### src/hw/rtl/krt_pkg.sv
// Shared constants and types for the keyed record table.
`timescale 1ns / 1ps

package krt_pkg;

    // default number of records held
    localparam int CAPACITY_DEF = 16;

    // field widths
    localparam int KEY_W   = 8;
    localparam int REC_W   = 64;    // key, year, three item ids, three grades
    localparam int DATA_W  = 56;    // record without its key
    localparam int POS_W   = 4;
    localparam int KIND_W  = 3;
    localparam int IN_W    = 72;    // 64 record bits + 4 position bits, byte padded

    // bit offset of the position field in the request data
    localparam int POS_LSB = 64;

    typedef enum logic [KIND_W-1:0] {
        KIND_APPEND = 3'd0,
        KIND_REMOVE = 3'd1,
        KIND_LOOKUP = 3'd2,
        KIND_EXISTS = 3'd3,
        KIND_READ   = 3'd4
    } t_kind;

endpackage

### src/hw/rtl/keyed_record_table.sv
// Keyed record table: packed record store with append, remove, lookup, exists and read.
`timescale 1ns / 1ps

// Usage
//   Slave stream (s_*): one request per handshake. s_tuser carries the operation
//   kind, s_tdata the record (key lowest) and the read position.
//   Master stream (m_*): one response per request, in order. m_tuser carries ok,
//   m_tdata the read key, the found record's remaining bytes, the count and full.
//   Records live in a single-port-per-direction memory (one write, one registered
//   read per cycle); one key comparator and one index counter serve every search.
//   Sequence from the accepting edge to response valid:
//     append, unused kinds, out-of-range read : straight to the response stage
//     read by position                        : one registered memory read
//     lookup / exists                         : search that stops at the first hit
//     remove                                  : full search, then compaction of the
//                                               records behind the hit (none for last)
//   s_tready rises with response valid.
//   The response sits in an output register, so the next request is taken while
//   a response still waits; if the receiver stalls longer, the finished response
//   of the following request is held until the register frees.
//   Reset (synchronous, i_rst_n low) empties the table and drops any response.
//   Record memory contents are not cleared: slots past the count are never read.
module keyed_record_table #(
    parameter int CAPACITY = krt_pkg::CAPACITY_DEF
) (
    input  logic                        i_clk,
    input  logic                        i_rst_n,
    // request stream
    input  logic                        s_tvalid,
    output logic                        s_tready,
    // [7:0] key, [15:8] year, [23:16] course_id_0, [31:24] course_id_1,
    // [39:32] course_id_2, [47:40] grade_0, [55:48] grade_1, [63:56] grade_2,
    // [67:64] position, [71:68] zero
    input  logic [krt_pkg::IN_W-1:0]    s_tdata,
    // [2:0] kind
    input  logic [krt_pkg::KIND_W-1:0]  s_tuser,
    // response stream
    output logic                        m_tvalid,
    input  logic                        m_tready,
    // [7:0] key_out, [15:8] year_out, [23:16] course_out_0, [31:24] course_out_1,
    // [39:32] course_out_2, [47:40] grade_out_0, [55:48] grade_out_1,
    // [63:56] grade_out_2, then entry_count, then is_full, then zero padding
    output logic [(((64 + $clog2(CAPACITY + 1) + 1) + 7) / 8) * 8 - 1:0] m_tdata,
    // [0] ok
    output logic [0:0]                  m_tuser
);

    localparam int IDX_W   = $clog2(CAPACITY);
    localparam int CNT_W   = $clog2(CAPACITY + 1);
    localparam int CMP_W   = (CNT_W > krt_pkg::POS_W) ? CNT_W : krt_pkg::POS_W;
    localparam int OUT_USE = krt_pkg::REC_W + CNT_W + 1;
    localparam int OUT_W   = ((OUT_USE + 7) / 8) * 8;

    typedef enum logic [2:0] {
        S_IDLE,
        S_SCAN,
        S_SHIFT,
        S_READ,
        S_DONE
    } t_state;

    // record memory
    logic [krt_pkg::REC_W-1:0] mem [CAPACITY];
    logic [krt_pkg::REC_W-1:0] r_rdata;
    logic                      w_we;
    logic [IDX_W-1:0]          w_waddr;
    logic [IDX_W-1:0]          w_raddr;
    logic [krt_pkg::REC_W-1:0] w_wdata;

    // sequencer state
    t_state                     r_state,  n_state;
    logic [CNT_W-1:0]           r_count,  n_count;
    logic [CNT_W-1:0]           r_idx,    n_idx;     // next entry to read
    logic                       r_rd_vld, n_rd_vld;  // r_rdata holds entry r_rd_idx
    logic [CNT_W-1:0]           r_rd_idx, n_rd_idx;
    logic [CNT_W-1:0]           r_hit,    n_hit;
    logic                       r_found,  n_found;
    krt_pkg::t_kind             r_kind,   n_kind;
    logic [krt_pkg::KEY_W-1:0]  r_key,    n_key;
    // staged response
    logic                       r_ok,     n_ok;
    logic [krt_pkg::KEY_W-1:0]  r_keyo,   n_keyo;
    logic [krt_pkg::DATA_W-1:0] r_data,   n_data;
    // output register
    logic                       r_mvalid, n_mvalid;
    logic [OUT_W-1:0]           r_mdata,  n_mdata;
    logic [0:0]                 r_muser,  n_muser;

    logic             w_issue;
    logic             w_match;
    logic [CNT_W-1:0] w_prev;
    logic [CMP_W-1:0] w_pos;
    logic [CMP_W-1:0] w_cnt_ext;
    logic [OUT_W-1:0] w_pack;

    assign s_tready = (r_state == S_IDLE);
    assign m_tvalid = r_mvalid;
    assign m_tdata  = r_mdata;
    assign m_tuser  = r_muser;

    // shared compare unit and index arithmetic
    assign w_issue   = (r_idx < r_count);
    assign w_match   = r_rd_vld && (r_rdata[krt_pkg::KEY_W-1:0] == r_key);
    assign w_prev    = CNT_W'(r_rd_idx - 1'b1);
    assign w_pos     = CMP_W'(s_tdata[krt_pkg::POS_LSB +: krt_pkg::POS_W]);
    assign w_cnt_ext = CMP_W'(r_count);

    always_comb begin
        w_pack = '0;
        w_pack[krt_pkg::KEY_W-1:0]              = r_keyo;
        w_pack[krt_pkg::REC_W-1:krt_pkg::KEY_W] = r_data;
        w_pack[krt_pkg::REC_W +: CNT_W]         = r_count;
        w_pack[krt_pkg::REC_W + CNT_W]          = (r_count == CNT_W'(CAPACITY));
    end

    always_comb begin
        n_state  = r_state;
        n_count  = r_count;
        n_idx    = r_idx;
        n_rd_vld = r_rd_vld;
        n_rd_idx = r_rd_idx;
        n_hit    = r_hit;
        n_found  = r_found;
        n_kind   = r_kind;
        n_key    = r_key;
        n_ok     = r_ok;
        n_keyo   = r_keyo;
        n_data   = r_data;
        n_mvalid = r_mvalid;
        n_mdata  = r_mdata;
        n_muser  = r_muser;
        w_we     = 1'b0;
        w_waddr  = r_count[IDX_W-1:0];
        w_wdata  = s_tdata[krt_pkg::REC_W-1:0];
        w_raddr  = r_idx[IDX_W-1:0];

        if (r_mvalid && m_tready) begin
            n_mvalid = 1'b0;
        end

        unique case (r_state)
            S_IDLE: begin
                if (s_tvalid) begin
                    n_kind   = krt_pkg::t_kind'(s_tuser);
                    n_key    = s_tdata[krt_pkg::KEY_W-1:0];
                    n_ok     = 1'b0;
                    n_keyo   = '0;
                    n_data   = '0;
                    n_idx    = '0;
                    n_rd_vld = 1'b0;
                    n_found  = 1'b0;
                    n_hit    = '0;
                    unique case (krt_pkg::t_kind'(s_tuser))
                        krt_pkg::KIND_APPEND: begin
                            if (r_count < CNT_W'(CAPACITY)) begin
                                w_we    = 1'b1;
                                n_count = CNT_W'(r_count + 1'b1);
                                n_ok    = 1'b1;
                            end
                            n_state = S_DONE;
                        end
                        krt_pkg::KIND_REMOVE,
                        krt_pkg::KIND_LOOKUP,
                        krt_pkg::KIND_EXISTS: begin
                            n_state = S_SCAN;
                        end
                        krt_pkg::KIND_READ: begin
                            // in range implies below CAPACITY, so the cut is exact
                            w_raddr = IDX_W'(w_pos);
                            if (w_pos < w_cnt_ext) begin
                                n_state = S_READ;
                            end else begin
                                n_state = S_DONE;
                            end
                        end
                        default: begin
                            n_state = S_DONE;
                        end
                    endcase
                end
            end

            S_SCAN: begin
                // one read issued per cycle, its key compared the cycle after
                n_rd_vld = w_issue;
                n_rd_idx = r_idx;
                if (w_issue) begin
                    n_idx = CNT_W'(r_idx + 1'b1);
                end
                if (w_match && (r_kind != krt_pkg::KIND_REMOVE)) begin
                    n_ok     = 1'b1;
                    n_rd_vld = 1'b0;
                    if (r_kind == krt_pkg::KIND_LOOKUP) begin
                        n_data = r_rdata[krt_pkg::REC_W-1:krt_pkg::KEY_W];
                    end
                    n_state = S_DONE;
                end else begin
                    // remove keeps the last hit
                    if (w_match) begin
                        n_found = 1'b1;
                        n_hit   = r_rd_idx;
                    end
                    if (!w_issue && !r_rd_vld) begin
                        if (r_found) begin
                            n_idx   = CNT_W'(r_hit + 1'b1);
                            n_state = S_SHIFT;
                        end else begin
                            n_state = S_DONE;
                        end
                    end
                end
            end

            S_SHIFT: begin
                // read entry j+1, write it to j on the next cycle
                n_rd_vld = w_issue;
                n_rd_idx = r_idx;
                if (w_issue) begin
                    n_idx = CNT_W'(r_idx + 1'b1);
                end
                if (r_rd_vld) begin
                    w_we    = 1'b1;
                    w_waddr = w_prev[IDX_W-1:0];
                    w_wdata = r_rdata;
                end
                if (!w_issue && !r_rd_vld) begin
                    n_count = CNT_W'(r_count - 1'b1);
                    n_ok    = 1'b1;
                    n_state = S_DONE;
                end
            end

            S_READ: begin
                n_ok    = 1'b1;
                n_keyo  = r_rdata[krt_pkg::KEY_W-1:0];
                n_state = S_DONE;
            end

            S_DONE: begin
                if (!r_mvalid || m_tready) begin
                    n_mvalid   = 1'b1;
                    n_mdata    = w_pack;
                    n_muser[0] = r_ok;
                    n_state    = S_IDLE;
                end
            end

            default: begin
                n_state = S_IDLE;
            end
        endcase
    end

    always_ff @(posedge i_clk) begin
        if (!i_rst_n) begin
            r_state  <= S_IDLE;
            r_count  <= '0;
            r_idx    <= '0;
            r_rd_vld <= 1'b0;
            r_found  <= 1'b0;
            r_mvalid <= 1'b0;
        end else begin
            r_state  <= n_state;
            r_count  <= n_count;
            r_idx    <= n_idx;
            r_rd_vld <= n_rd_vld;
            r_found  <= n_found;
            r_mvalid <= n_mvalid;
        end
        r_rd_idx <= n_rd_idx;
        r_hit    <= n_hit;
        r_kind   <= n_kind;
        r_key    <= n_key;
        r_ok     <= n_ok;
        r_keyo   <= n_keyo;
        r_data   <= n_data;
        r_mdata  <= n_mdata;
        r_muser  <= n_muser;
    end

    // record memory: one write, one registered read per cycle
    always_ff @(posedge i_clk) begin
        if (w_we) begin
            mem[w_waddr] <= w_wdata;
        end
        r_rdata <= mem[w_raddr];
    end

endmodule

### config.mk
export PLATFORM = sky130hd
export DESIGN_NAME = keyed_record_table
export DESIGN_NICKNAME = d
export VERILOG_FILES = /design/src/hw/rtl/krt_pkg.sv /design/src/hw/rtl/keyed_record_table.sv
export SDC_FILE = /design/constraint.sdc
export NUM_CORES = 2
export LEC_CHECK = 0
export BUFFER_PORTS_ARGS = -buffer_cell sky130_fd_sc_hd__buf_2
export CORE_UTILIZATION = 48
export DETAILED_ROUTE_END_ITERATION = 7
export PLACE_DENSITY = 0.76
export SYNTH_ARGS = -nofsm -noshare
export SYNTH_HDL_FRONTEND = slang
export SYNTH_SLANG_ARGS = --single-unit
### constraint.sdc
create_clock -name i_clk -period 4.9 [get_ports i_clk]
set_input_delay 0.49 -clock i_clk [delete_from_list [all_inputs] [get_ports i_clk]]
set_output_delay 0.49 -clock i_clk [all_outputs]
set_load 0.005 [all_outputs]
== Yosys cells after proc, flatten, opt, wreduce, memory -nomap -nowiden ==
Memories as Yosys holds them, arrays and structs flattened. A register that Yosys moved wholly into a read port is not among the register bits.
Index checks and enable logic that the tools add are counted.
Storage, ports and cells
  bits in registers: 173
  memory bits (writable): 1024
  bits of input ports: 79
  logic and storage cells: 128
  memories kept: 1
Operators by class
  add/sub/neg operators: 5
  $lt $le $gt $ge: 3
  equal/unequal tests: 22
  multiplexer cells: 56
  reduce and logical (&&, ||, !) cells: 26
Memories
  mem: depth 16, width 64, rd ports 1, clocked after Yosys merged registers in 1, write ports 1, RTL line keyed_record_table.sv:63  | logic [krt_pkg::REC_W-1:0] mem [CAPACITY];
Operator list (count)
  56-bit two-way mux: 3
  64-bit two-way mux: 2
  56-bit one-hot mux with 2 select lines: 1
  5-bit two-way mux: 11
  3-bit two-way mux: 7
  4-bit two-way mux: 5
  5-bit one-hot mux with 2 select lines: 2
  1-bit two-way mux: 16
  8-bit one-hot mux with 2 select lines: 1
  4-bit AND reduction: 4
  5-bit by 1-bit adder with 5-bit output (second input constant): 3
  3-bit by 2-bit equality test with 1-bit output (second input constant): 5
  3-bit one-hot mux with 5 select lines: 1
  5-bit one-hot mux with 3 select lines: 1
  2-bit != test (second input constant): 7
  8-bit equality test: 1
  8-bit two-way mux: 1
  2-bit AND reduction: 4
  3-bit by 1-bit equality test with 1-bit output (second input constant): 2
  3-bit equality test (second input constant): 2
  3-bit zero test: 2
  3-bit one-hot mux with 2 select lines: 1
  2-bit nonzero test: 3
  5-bit equality test (second input constant): 1
  other kinds (19): 26

== Logic depth before layout (Yosys ltp) ==
  depth in word-level cells: 7
  gate-level depth with buffers: 12

== Worst setup path before layout ==
OpenSTA, ideal clock, no wires.
  path type: flip-flop to flip-flop
  start point: reg r_state[2]
  end point: mem mem[13][0] in the netlist's numbering, enable pin
  setup time: 0.487 ns
  data arrival time: 4.256 ns
  required time: 4.413 ns
  path slack: 0.158 ns
  cell stages (with the launch flop): 9
  path buffers: 2
  path through: dfxtp_1 -> buf_2 -> or2_2 -> nor2_1 -> clkbuf_1 -> nor2_1 -> a21oi_1 -> nand2_1 -> nor2_1
On the way
  longest elaborated chain between the ends: 4
  elaborated cells between the ends (all ways): 6
  those cells by class: eq/ne: 1; mux: 4; reduce/logical: 1
Ends and longest elaborated chain
  from (decl): RTL line keyed_record_table.sv:71  | t_state r_state, n_state;
  from (signal assigned): RTL line keyed_record_table.sv:263  | r_state <= n_state;
  3-bit by 2-bit equality test with 1-bit output or 3-bit zero test (tied branches): RTL line keyed_record_table.sv:141  | unique case (r_state)
  1-bit one-hot mux with 2 select lines: RTL line keyed_record_table.sv:141
  1-bit two-way mux: RTL line keyed_record_table.sv:283  | if (w_we) begin
  1-bit two-way mux (implied by the code): RTL line keyed_record_table.sv:284  | mem[w_waddr] <= w_wdata;
  to (decl): RTL line keyed_record_table.sv:63
Several ways; a longest one is shown, not always the timed one.

== Worst setup path in the final report ==
  start point: reg r_state[1]
  end point: reg r_rdata[52] in the netlist's numbering (read register of mem)
On the way
  longest elaborated chain between the ends: 2
Ends and longest elaborated chain
  3-bit zero test: RTL line keyed_record_table.sv:141
  4-bit two-way mux: RTL line keyed_record_table.sv:141
  to (decl): RTL line keyed_record_table.sv:64  | logic [krt_pkg::REC_W-1:0] r_rdata;
No other way between the ends.
A chain may end at the register's enable or synchronous reset.

==> flow_results.org <==
** Drt
- First-pass DRT Iterations :: 5
- Via/cell ratio :: 5.95
- In this run, the number of DRC markers left after iteration 0 of detailed routing was 2795.
- Once detail routing completed, the nets flagged for antenna violations numbered 0.
- Total number of vias :: 25900
- Dividing the detail-routed wire length by the instance count gives 25.9 um.
- DRC violation count after routing :: 0
- The final layout contains routed wiring with a total length of 113000 um.

** Finish
- The final layout contains just over 3000 nets.
- 0 antenna diodes ended up in the layout.
- Share of the core filled with cells :: 55.4%
- Summing all non-filler instances in the final layout gives an area of 54600 um2.
- FILL cells :: between 7000 and 8000
- Share of final-layout standard cells stronger than drive strength 1 :: between 10% and 20%
- Compared with the post-synthesis result, the final layout area differs by 14.2%.
- Post-layout instance count excluding filler cells :: roughly 4400

** Synth
- sky130_fd_sc_hd__edfxtp_1 is the most common cell in the netlist.
- EDFF count, synth :: approximately 1200
- By area the synthesized netlist is led by sky130_fd_sc_hd__edfxtp_1 (74%), sky130_fd_sc_hd__mux2i_1 (11%), sky130_fd_sc_hd__o22ai_1 (3.4%).
- Gate count of the mapped netlist :: 2782
- Share of synthesized registers carrying an async set or reset :: 0%
- Yosys printed 0 warnings.
- By count the netlist is led by sky130_fd_sc_hd__edfxtp_1 (1181), sky130_fd_sc_hd__mux2i_1 (515), sky130_fd_sc_hd__o22ai_1 (259), sky130_fd_sc_hd__nand2_1 (217), sky130_fd_sc_hd__dfxtp_1 (80).
- The synthesized netlist contains 53 unique library cells.
- Cell area after synthesis :: 47800 um2
- Portion of synthesized cell area occupied by the leading cell type :: 74.2%
- The synthesized design spends more area on one cell type than any other, namely sky130_fd_sc_hd__edfxtp_1.
- Avg Inst Size Synth :: 17.2 um2
- Among all flip-flop cells after synthesis, the most frequent one is sky130_fd_sc_hd__edfxtp_1.
- Flops & latches, synth :: approximately 1300
- Of the synthesized area, sequential elements account for 77.6%.

** Critical path
- The startpoint identified for the worst register-to-register timing path is r_state[1]$_SDFFE_PN0P_.
- At the worst endpoint, the required time is roughly 5500 ps.
- Worst Setup End Kind :: register
- STA classifies the critical path startpoint as a register.
- At the worst endpoint, the arrival time is 4520 ps.
- Crit Path Max Fanout :: 35
- In this run the critical register-to-register path is captured at r_rdata[52]$_DFF_P_.
- Critical Setup Path Class :: reg2reg
- Worst-case reg-to-reg path depth :: 7
- R2r setup slk :: 950 ps

** Placement
- Routability-driven placement finished with a final weighted congestion of ~0.79.
- The number of placed instances, taps included, is 4149.
- After legalization and detailed placement, the total HPWL measured just under 60000 um.
- Pre-CTS worst setup slack :: 1010 ps
- Number of input and output port buffers inserted :: 147
- Area after DPL :: 50700 um2

** Clock network
- Post-CTS timing repair inserted 0 buffers for setup.
- CTS built an H-tree with a depth of 3.
- PostCTS Resize Cnt :: 0
- Clock latency on the worst-skew pair, taken at its later pin, is 710 ps.
- CTS placed an instance of sky130_fd_sc_hd__clkbuf_16 at the clock tree root.
- Number of hold-repair buffers added at the cts stage :: 2
- Clock tree synthesis inserted a total of 114 buffers.
- Clock-pin slew was measured on the worst setup and hold paths at 60 ps.
- CTS tree :: built
- Maximum clock path buffer count :: 3
- The tree built by TritonCTS fans out to 1261 sinks.

** Power
- Comb pwr share :: about 3.7%
- NetSw :: 4.46 mW
- In this run, the clock network consumes between 40% and 50% of the power.
- Summed over all cells, the static leakage comes to 21.8 nW.
- The internal portion of the total power is 17.5 mW.
- Sequential cell fraction of total power :: ~55%
- VDD sags by at most 356 uV.
- In this run switching power makes up 20.3% of total power.
- Power spread over the standard cell area amounts to 402 nW/um2.
- Total power for the finished layout comes to 21.9 mW.

** Floorplan
- Die outline area :: 101000 um2
- The floorplan step set the die height to between 300 and 400 um.
- Die Span X :: roughly 320 um
- Pin placement for this block handled approximately 150 I/O pins.
- Starting density of the core :: 48.5%
- Total number of placement rows :: between 100 and 150
- CORE AREA :: 98400 um2

** Job
- The tool flagged a number of max-cap violations equal to 0.

** Global route
- The number of antenna violations at the first check in global routing came to 4.
- Global routing used around 22% of the available tracks across all layers.
- Residual overflow from global routing :: 0
- Number of global-route vias before repair :: 25900
- Entering global routing, the biggest net connects 71 pins.
- The first global-routing pass estimated 166000 um of wire.

** Hold path
- Hold path cells :: 1
- Worst hold-check path type :: in2reg
- Origin of the worst min-delay path :: s_tdata[5]
- Worst hold path endpoint :: r_key[5]$_DFFE_PP_

** Timing
- For the finished layout, the period the worst path requires is 3950 ps.
- The tightest hold path in the finished design has a slack of between 30 and 40 ps.
- Least-Margin Pin Slew :: 1000 ps
- The final count of hold timing violations is 0.
- Setup violations remaining at the end of the flow were counted as 0.
- Adding up every negative setup slack in the final design gives 0 ps.
- Fmax :: approximately 250 MHz
- Clock skew on the completed layout was measured at 37.1 ps.
- RSZ-0062 raised after global routing :: no
- Final clock period utilization by the worst path :: 80.6%
- After layout, the worst setup slack is 949 ps.
- The max-slew violation total from the final report was 0.
- Measured against its own limit, the worst slew margin works out to 33.3%.

** Outcome
- The run finished with clean final reports.
-- sequential cells by signal, indices dropped and copies added, names as in the netlist, 5 cells and up --
register / cells
r_rd_idx: 5
r_hit: 5
r_rdata: 64
r_key: 8
r_keyo: 8
r_data: 56
m_tdata: 70
r_count: 5
mem: 1024
r_idx: 5
-- critical path, cell delays in order (launching register included) --
cell	delay (ps)
sky130_fd_sc_hd__dfxtp_1	490
sky130_fd_sc_hd__or4b_1	820
sky130_fd_sc_hd__nor2_8	340
sky130_fd_sc_hd__mux2i_4	540
sky130_fd_sc_hd__buf_4	640
sky130_fd_sc_hd__mux2i_1	310
sky130_fd_sc_hd__o22ai_1	120
sky130_fd_sc_hd__or4_1	510
-- power by group through the flow --
stage / Combinational, mW / Sequential, mW / Clock (mW)
global route: 0.866 / 12.1 / 9.55
global placement: 0.780 / 12.3 / 0
detailed placement: 0.800 / 12.3 / 0
finish: 0.806 / 12.1 / 9.05
floorplan: 0.485 / 12.3 / 0
CTS: 0.807 / 12.1 / 9.14
-- layout make-up --
class	count	area (um2)	share of cell area (%)
Sequential cell	1261	37100	67.9
Multi-Input combinational cell	1354	10200	18.8
Clock buffer	153	3220	5.91
Timing Repair Buffer	235	1730	3.17
Tap cell	1287	1610	2.95
Clock inverter	59	631	1.16
Inverter	14	52.6	0.0963
-- cells by family (layout without fill, tap and decap cells) --
| group | Yosys count | count (layout) | share of synthesized area [%] |
|---|---|---|---|
| adder cells (fa/ha/maj) | 14 | 14 | 0.382 |
| other | 1 | 2 | 0.00785 |
| AO/OA/AOI/OAI | 330 | 330 | 4.35 |
| buffers and inverters | 168 | 461 | 1.55 |
| AND/OR/NAND/NOR | 475 | 475 | 5.00 |
| XOR/XNOR | 18 | 18 | 0.330 |
| flip-flops | 1261 | 1261 | 77.6 |
| multiplexers | 515 | 515 | 10.8 |
-- metal layers --
layer  part of all wire [%]  global-route usage (%)  routed length, um  vias to the layer above
met4                    3.0                    7.79               3400                        6
li1                       -                       -                  -                    11300
met5                  0.031                       0                 35                        -
met2                     49                    37.2              55300                     1248
met3                    8.2                    3.73               9230                      221
met1                     40                    29.2              45100                    13100
-- worst max path at each step --
stage / startpoint / end / cells after the start
6_report: r_state[1]$_SDFFE_PN0P_ / r_rdata[52]$_DFF_P_ / 7
5_1_grt: r_state[1]$_SDFFE_PN0P_ / r_rdata[52]$_DFF_P_ / 7
4_1_cts: r_state[1]$_SDFFE_PN0P_ / r_rdata[52]$_DFF_P_ / 7
3_5_place_dp: s_tvalid / r_rdata[52]$_DFF_P_ / 8
3_3_place_gp: r_state[1]$_SDFFE_PN0P_ / r_rdata[36]$_DFF_P_ / 7
2_1_floorplan: r_state[2]$_SDFFE_PN0P_ / mem[13][0]$_DFFE_PP_ / 8
-- cells in the final DEF (no fill, tap or decap), types with 28 or more instances in the layout --
cell type | synthesis | final
sky130_fd_sc_hd__dfxtp_1 | 80 | 79
sky130_fd_sc_hd__buf_2 | 62 | 147
sky130_fd_sc_hd__and3_1 | 68 | 68
sky130_fd_sc_hd__edfxtp_1 | 1181 | 1181
sky130_fd_sc_hd__buf_4 | 6 | 60
sky130_fd_sc_hd__or4_1 | 67 | 67
sky130_fd_sc_hd__clkbuf_16 | 0 | 116
sky130_fd_sc_hd__nand2_1 | 217 | 215
sky130_fd_sc_hd__o22ai_1 | 259 | 259
sky130_fd_sc_hd__nor3_1 | 28 | 28
sky130_fd_sc_hd__mux2i_1 | 515 | 513
Power figures use the tool's default switching activity.
